[src/lbmq_ram.sv]
`default_nettype none
// ----------------------------------------------------------------------------
// lbmq_ram
// Generic single-write, single-read memory with registered read (read-first).
// ----------------------------------------------------------------------------
module lbmq_ram #(
  parameter int WIDTH = 8,
  parameter int DEPTH = 16
) (
  input  wire logic                                     clk,
  input  wire logic                                     we,
  input  wire logic [(DEPTH > 1 ? $clog2(DEPTH) : 1)-1:0] waddr,
  input  wire logic [WIDTH-1:0]                         wdata,
  input  wire logic [(DEPTH > 1 ? $clog2(DEPTH) : 1)-1:0] raddr,
  output logic      [WIDTH-1:0]                         rdata
);

  logic [WIDTH-1:0] mem [DEPTH];

  always_ff @(posedge clk) begin
    if (we) begin
      mem[waddr] <= wdata;
    end
    rdata <= mem[raddr];
  end

endmodule
`default_nettype wire

[config.mk]
export PLATFORM = sky130hd
export DESIGN_NAME = lbmq_ram
export DESIGN_NICKNAME = d
export VERILOG_FILES = /design/src/lbmq_ram.sv
export SDC_FILE = /design/constraint.sdc
export NUM_CORES = 1
export LEC_CHECK = 0
export BUFFER_PORTS_ARGS = -buffer_cell sky130_fd_sc_hd__buf_2
export CAP_MARGIN = 15
export CORE_ASPECT_RATIO = 1.4
export CORE_UTILIZATION = 55
export CTS_BUF_LIST = sky130_fd_sc_hd__clkbuf_8
export CTS_CLUSTER_SIZE = 12
export DETAILED_ROUTE_END_ITERATION = 8
export GPL_TIMING_DRIVEN = 0
export PLACE_DENSITY = 0.73
export REMOVE_ABC_BUFFERS = 1
export SYNTH_ARGS = -nofsm -noshare
export SYNTH_HDL_FRONTEND = slang
export SYNTH_SLANG_ARGS = --single-unit
[constraint.sdc]
create_clock -name clk -period 3.9 [get_ports clk]
set_input_delay 0.78 -clock clk [delete_from_list [all_inputs] [get_ports clk]]
set_output_delay 0.78 -clock clk [all_outputs]
set_load 0.01 [all_outputs]
==> impl_metrics.toml, run 1 <==
[run_status]
status = "complete, no violations"

[cts]
h-tree-depth = 4
clockBufferDepth = 2
post_cts_resized = 0
clk_latency_ns = 0.43
post_cts_buffers = 0
cts_hold_buf = 0
cts_made_buffers = 17
clk_pin_slew_ns = 0.07
cts_sinks = 136
cts-root-buf = "clkbuf_8"
cts_tree = "done"

[global_routing]
grt_overflow = 0
grt_pass1_wl_um = 13570
grt_pass1_vias = 2383
grt_max_degree = 33
grt.total_usage = 0.2045
antenna_found_initial = 0

[layout]
layout_commonest_cell = "edfxtp_1"
antenna_cells = 0
drive_above_1_share = 0.2786
fin_area_um2 = 5792
n_fill_cell = 602
syn_to_final_growth_pct = 12.52
layout_common_cells = "edfxtp_1, buf_2, clkbuf_8"
fin_nets = 285

[critical_path]
worstSetupEndpointType = "flip-flop"
slowest_delay_ns = 0.77
slowest_stage = "buf_2"
worst_ep_arrival_time_ns = 2.63
cp_num_buf_inv = 1
start_kind = "input port"
crit_family = "buffers and inverters"
crit_required_ns = 4.22
crit_chain = "buf_2 > mux4_1 > a22oi_1 > nand2_1"
path_max_fanout = 32
crit_type = "in2reg"

[place]
placed_cell_area_um2 = 5350
place_congestion = 0.6856
place.port_buffers = 25
dp_hpwl_um = 5537

[pwr]
cellPowerDensity_nw_per_um2 = 522.4
peakVddDrop_mv = 0.3975
p_total_mw = 3.026
clock_power_share = 0.410
switchingPower_mw = 0.5787
seq_power_share = 0.542
combPwrFrac = 0.048
total_leakage_power_nw = 1.953
swShare = 0.1913
internal_power_mw = 2.447

[logic_synthesis]
synth_top_area_share = 0.7467
synth.area.top_cells = "edfxtp_1, mux4_2, mux4_1, dfxtp_1, a22oi_1"
yosysSeqAreaShare = 0.7778
synth_top_cell_by_area = "edfxtp_1"
yosys_warnings = 0
syn_area_per_cell_um2 = 22.48
synth_cell_types = 19
synth_cells = 229
synth_area_um2 = 5147
ys_ff_latch = 136

[floorplan]
die_y_um = 116.5
start_util = 0.5701
ios = 26
rows = 41
die-area_um2 = 9755
core_area_um2 = 9029
die_w_um = 83.76

[run]
maxCapViolations = 0

[route]
initialDrtViolationCount = 166
avgRoutedWirePerCell_um = 22.98
first_pass_iters = 4
vias = 2356
drt_drc_violations_left = 0
postRouteAntennaNets = 0
drt_wl_total_um = 8893
viasPerCell = 6.088

[sta]
fin_worst_skew_ns = 0.009387
rsz0062_at_grt = "no"
worst_pin_slew_ns = 1.048
relSlewSlack = 0.3014
setup_tns_ns = 0
slew_viol_final = 0
hold_viol = 0
min_period_ns = 2.309
max_freq_mhz = 433.1
setup_viol = 0
finalCritPeriodShare = 0.5921

[min_path]
hp-class = "reg2reg"
-- worst register-to-register path, delay by kind of cell, from the launching register on --
kind | cells | cell delay [ns]
AND/OR/NAND/NOR | 1 | 0.11
AO/OA/AOI/OAI | 1 | 0.25
multiplexers | 1 | 0.53
flip-flops | 1 | 0.35
-- Yosys cell counts (all sizes together) --
cell	count
nand2b	2
a22oi	16
nand3	1
nand3b	2
mux4	32
or3b	1
nor2	13
nor3	4
nand2	9
and2	1
nor2b	1
edfxtp	128
dfxtp	8
buf	7
clkdlybuf4s25	3
and2b	1
-- cell type report --
cell class                 count  area [um^2]  area share
sequential                   136         4004      0.6913
timing repair buffer          29        155.1     0.02679
clock buffer                  21        289.0     0.04990
clock inverter                11        152.6     0.02636
tap                          107        133.9     0.02312
multi-input combinational     83         1057      0.1825
-- state kept, by name, summed over array words and instances (netlist names) --
register and count:
rdata 8, mem 128
-- power groups by stage --
stage               clock, mW  sequential [mW]  combinational, mW
finish                   1.24             1.64              0.144
global route             1.32             1.64              0.158
CTS                      1.26             1.64              0.145
detailed placement          0             1.67              0.145
global placement            0             1.67              0.140
floorplan                   0             1.68             0.0655
-- kinds of logic (layout without fill, tap and decap cells) --
logic type / Yosys count / after routing / share of synthesized area
DFF: 136 / 136 / 0.7778
AOI/OAI and AO/OA: 16 / 16 / 0.02334
muxes: 32 / 32 / 0.1502
buffers and inverters: 10 / 61 / 0.01677
and+or+nand+nor: 35 / 35 / 0.03184
-- through the flow --
step	hold slack (ns)	instances	util	setup slack, ns
floorplan	0.6293	219	-	1.627
global placement	0.6449	351	0.5892	1.044
detailed placement	0.6549	355	0.5926	1.107
CTS	0.6713	387	0.6415	1.565
global route	0.7176	387	0.6415	1.419
finish	0.6666	387	0.6415	1.591
-- worst paths after layout --
kind                                 start       end  slack (ns)  cells past startpoint
worst max-delay path              raddr[0]  rdata[0]        1.59                      4
worst min-delay path            mem[14][3]  rdata[3]        0.67                      3
worst max register to register   mem[9][1]  rdata[1]        2.53                      3
worst min register to register  mem[14][3]  rdata[3]        0.67                      3
-- per-layer routing --
layer | global-route usage | part of all wire | vias up
li1 | - | - | 1048
met1 | 0.2550 | 0.39 | 1203
met2 | 0.3317 | 0.52 | 85
met3 | 0.05654 | 0.057 | 20
met4 | 0.1096 | 0.025 | 0
met5 | 0 | 0 | -
No activity file was read; power rests on OpenSTA's default activity.
==> run 2, diff against run 1 <==
PLACE_DENSITY = 0.76   (was 0.73)
clock period = 2.02 ns   (was 3.9 ns; I/O delays follow)
==> run 2 against run 1 <==
Combinational power rose by 90%. Total power is 83% higher. Largest cell class unchanged. Global-route usage rose by 0.20 points. Clock power up 69%. Largest power group unchanged.
==> impl_metrics.toml, run 2 (synthesis gave the netlist of run 1 again) <==
[layout]
final_cells = 386
drive_above_1_share = 0.2832
seqCellArea_um2 = 4004
antenna_cells = 0
fin_area_um2 = 5739
syn_to_final_growth_pct = 11.50
fin_nets = 284
final_util = 0.6357
top_regs = "mem: 128 flops, rdata: 8 flops"
layout_commonest_cell = "edfxtp_1"
n_fill_cell = 624
regMostFlops = "mem"
multiInputGateArea_um2 = 1062
layout_common_cells = "edfxtp_1, buf_2, mux4_2"
largest_register_ffs = 128

[critical_path]
crit_type = "in2reg"
path_max_fanout = 5
worst_ep_arrival_time_ns = 1.96
start_kind = "input port"
worstSetupEndpointType = "flip-flop"
crit_required_ns = 2.16
crit_family = "simple AND/OR/NAND/NOR gates"
crit_chain = "buf_2 > or3b_2 > nor3_1 > buf_4"
worst-r2r-cell-count = 3
cp_num_buf_inv = 2
path_depth = 4
slowest_delay_ns = 0.64
slowest_stage = "nor3_1"

[global_routing]
antenna_found_initial = 0
grt_overflow = 0
grt_pass1_vias = 2436
grt_pass1_wl_um = 13790
grt.total_usage = 0.2065
grt_max_degree = 33

[pwr]
total_leakage_power_nw = 1.893
combPwrFrac = 0.049
internal_power_mw = 4.359
cellPowerDensity_nw_per_um2 = 966.2
swShare = 0.2139
seq_power_share = 0.571
peakVddDrop_mv = 0.5987
switchingPower_mw = 1.186
clock_power_share = 0.380
p_total_mw = 5.545

[route]
drt_wl_total_um = 8825
viasPerCell = 6.057
first_pass_iters = 4
avgRoutedWirePerCell_um = 22.86
drt_drc_violations_left = 0
initialDrtViolationCount = 154
vias = 2338
postRouteAntennaNets = 0

[sta]
max_freq_mhz = 551.6
rsz0062_at_grt = "no"
setup_viol = 0
slew_viol_final = 0
worst_hold_slack_ns = 0.3477
setup_tns_ns = 0
worst_slack_ns = 0.2070
worst_pin_slew_ns = 0.9664
relSlewSlack = 0.3534
fin_worst_skew_ns = 0.006119
hold_viol = 0
finalCritPeriodShare = 0.8975
min_period_ns = 1.813

[min_path]
hp-class = "in2reg"
min_path_cells = 1

[cts]
clockBufferDepth = 2
cts_made_buffers = 17
cts_hold_buf = 0
h-tree-depth = 4
post_cts_buffers = 0
cts-root-buf = "clkbuf_8"
cts_tree = "done"
cts_sinks = 136
clk_pin_slew_ns = 0.08
clk_latency_ns = 0.43

[floorplan]
ios = 26
start_util = 0.5701
die-area_um2 = 9755
core_area_um2 = 9029
rows = 41
die_y_um = 116.5
die_w_um = 83.76

[place]
dp_hpwl_um = 5566
place_inst = 354
place.port_buffers = 25
place_ws_ns = -0.4027
place_congestion = 0.7117
placed_cell_area_um2 = 5348

[run_status]
status = "complete, no violations"

[run]
maxCapViolations = 0
[run 2: changes by cell type in the layout (fill, tap and decap cells not counted), moves of 2 or more]
| cell | before | now |
|---|---|---|
| clkinvlp_4 | 0 | 5 |
| clkbuf_8 | 21 | 17 |
| clkinv_4 | 0 | 4 |
| clkinv_2 | 5 | 2 |
| bufinv_16 | 4 | 2 |
| inv_1 | 2 | 0 |
[run 2: worst reg2reg max path, stage by stage, from the launching register on]
cell      delay (ns)
edfxtp_1        0.36
mux4_1          0.53
a22oi_1         0.28
nand2_1         0.08
[run 2: power by group through the flow]
stage | registers (mW) | clock network (mW) | logic, mW
detailed placement | 3.23 | 0 | 0.278
CTS | 3.17 | 2.14 | 0.280
global placement | 3.23 | 0 | 0.270
finish | 3.17 | 2.10 | 0.274
floorplan | 3.24 | 0 | 0.126
global route | 3.17 | 2.27 | 0.300
[run 2: what timing repair did]
action                                  CTS  global route
endpoints found under the setup margin    0             3
gates resized for setup                   0             1
endpoints found under the hold margin     0             0
[run 2: worst paths after layout]
check,from,to,slack [ns]
worst min register to register,mem[15][1],rdata[1],0.66
worst max register to register,mem[1][1],rdata[1],0.66
worst min-delay path,wdata[3],mem[1][3],0.35
worst max-delay path,waddr[2],mem[0][4],0.21
[run 2: area by class of cell]
type | count | area share
clock buffer | 17 | 0.04077
clock inverter | 15 | 0.02703
multi-input combinational | 83 | 0.1851
sequential | 136 | 0.6976
tap | 107 | 0.02333
timing repair buffer | 28 | 0.02616
[run 2: routing by layer]
metal	vias up	global-route usage	wire length, um
li1	1049	-	-
met1	1188	0.2577	3508
met2	87	0.3317	4649
met3	14	0.05795	445
met4	0	0.1164	221
met5	-	0	0
==> run 3, diff against run 2 <==
CORE_ASPECT_RATIO = not set   (was 1.4)
==> run 3 against run 2 <==
Non-clock buffer count unchanged. Total power up 0.24%. Clock skew up 0.0016 ns. Die area about the same. Worst setup slack worse by 0.14 ns. Largest power group unchanged. Highest routed layer unchanged.
==> impl_metrics.toml, run 3 (synthesis gave the netlist of run 1 again) <==
[floorplan]
rows = 34
die_w_um = 98.74
die-area_um2 = 9750
start_util = 0.5789
ios = 26
core_area_um2 = 8891
die_y_um = 98.74

[layout]
fin_area_um2 = 5725
layout_commonest_cell = "edfxtp_1"
top_regs = "mem: 128 flops, rdata: 8 flops"
antenna_cells = 0
regMostFlops = "mem"
layout_common_cells = "edfxtp_1, buf_2, mux4_2"
largest_register_ffs = 128
drive_above_1_share = 0.2581
fin_nets = 284
syn_to_final_growth_pct = 11.23

[sta]
rsz0062_at_grt = "no"
min_period_ns = 1.950
fin_worst_skew_ns = 0.007731
relSlewSlack = 0.3202
worst_hold_slack_ns = 0.3717
finalCritPeriodShare = 0.9654
worst_slack_ns = 0.06979
hold_viol = 0
setup_viol = 0
slew_viol_final = 0
max_freq_mhz = 512.8
worst_pin_slew_ns = 1.016

[place]
dp_hpwl_um = 5340
place.port_buffers = 25
placed_cell_area_um2 = 5344
place_congestion = 0.7273
place_ws_ns = -0.4905

[route]
vias = 2377
avgRoutedWirePerCell_um = 23.07
wl_met2_um = 4422
viasPerCell = 6.142
drt_drc_violations_left = 0
wl_met3_um = 775
first_pass_iters = 7
drt_wl_total_um = 8929
wl_met1_um = 3581
routed.top_layer = "met4"
postRouteAntennaNets = 0
initialDrtViolationCount = 218

[global_routing]
grt_max_degree = 33
antenna_found_initial = 0
grt_overflow = 0
grt_pass1_vias = 2470
grt.total_usage = 0.2053
grt_pass1_wl_um = 13700

[pwr]
total_leakage_power_nw = 1.912
p_total_mw = 5.558
peakVddDrop_mv = 0.6109
cellPowerDensity_nw_per_um2 = 970.8

[cts]
cts_hold_buf = 0
post_cts_resized = 1
cts_sinks = 136
post_cts_buffers = 0
cts_tree = "done"
clockBufferDepth = 2
clk_pin_slew_ns = 0.07
cts_made_buffers = 17
clk_latency_ns = 0.41
cts-root-buf = "clkbuf_8"
h-tree-depth = 4

[run]
maxCapViolations = 0

[critical_path]
worstSetupEndpointType = "flip-flop"
worst_ep_arrival_time_ns = 2.08
rrSetupSlack_ns = 0.61
r2r_start = "mem[8][1]"
path_max_fanout = 6
crit_start = "waddr[2]"
critPathMostFrequentCell = "buf_2"
crit_type = "in2reg"
crit_chain = "buf_2 > or3b_2 > nor3_1 > buf_2"
crit_required_ns = 2.15
start_kind = "input port"
slowest_stage = "nor3_1"
slowest_delay_ns = 0.74

[min_path]
hp-class = "in2reg"
hp-start = "wdata[5]"

[run_status]
status = "complete, no violations"
-- run 3: cell types whose count changed in the layout (fill, tap and decap cells not counted), sizes merged --
cell      delta
clkinv       -1
buf          +1
clkbuf       -1
bufinv       +1
clkinvlp     -3
inv          +3
-- run 3: through the flow --
stage / std cells / util / setup TNS (ns)
2_1_floorplan: 219 / - / 0
3_3_place_gp: 352 / 0.5985 / -14.25
3_5_place_dp: 355 / 0.6010 / -6.383
4_1_cts: 387 / 0.6440 / 0
5_1_grt: 387 / 0.6440 / 0
6_report: 387 / 0.6440 / 0
-- run 3: worst paths after layout --
kind | end | cells past startpoint
max | mem[0][2] | 4
min | mem[5][5] | 1
max reg2reg | rdata[1] | 3
min reg2reg | rdata[2] | 3
-- run 3: per-layer routing --
metal / vias to the layer above / GRT usage
met4: 0 / 0.08611
met3: 12 / 0.06667
met1: 1212 / 0.2720
met2: 111 / 0.3190
met5: - / 0
li1: 1042 / -
-- run 3: worst max-delay path, delay by kind of cell --
kind | cells | cell delay [ns]
and+or+nand+nor | 2 | 1.25
buffers and inverters | 2 | 0.42
-- run 3: cell type report --
class	count	area, um^2
flip-flops and latches	136	4004
fillers	581	3166
clock buffers	17	234.0
multi-input cells	83	1062
repair buffers	28	145.1
well taps	108	135.1
clock inverters	15	145.1
-- run 3: power breakdown --
part	switching [mW]	leakage, nW	internal, mW
registers	0.0141	1.22	3.15
clock network	0.935	0.200	1.18
logic	0.164	0.488	0.113
total	1.11	1.91	4.45
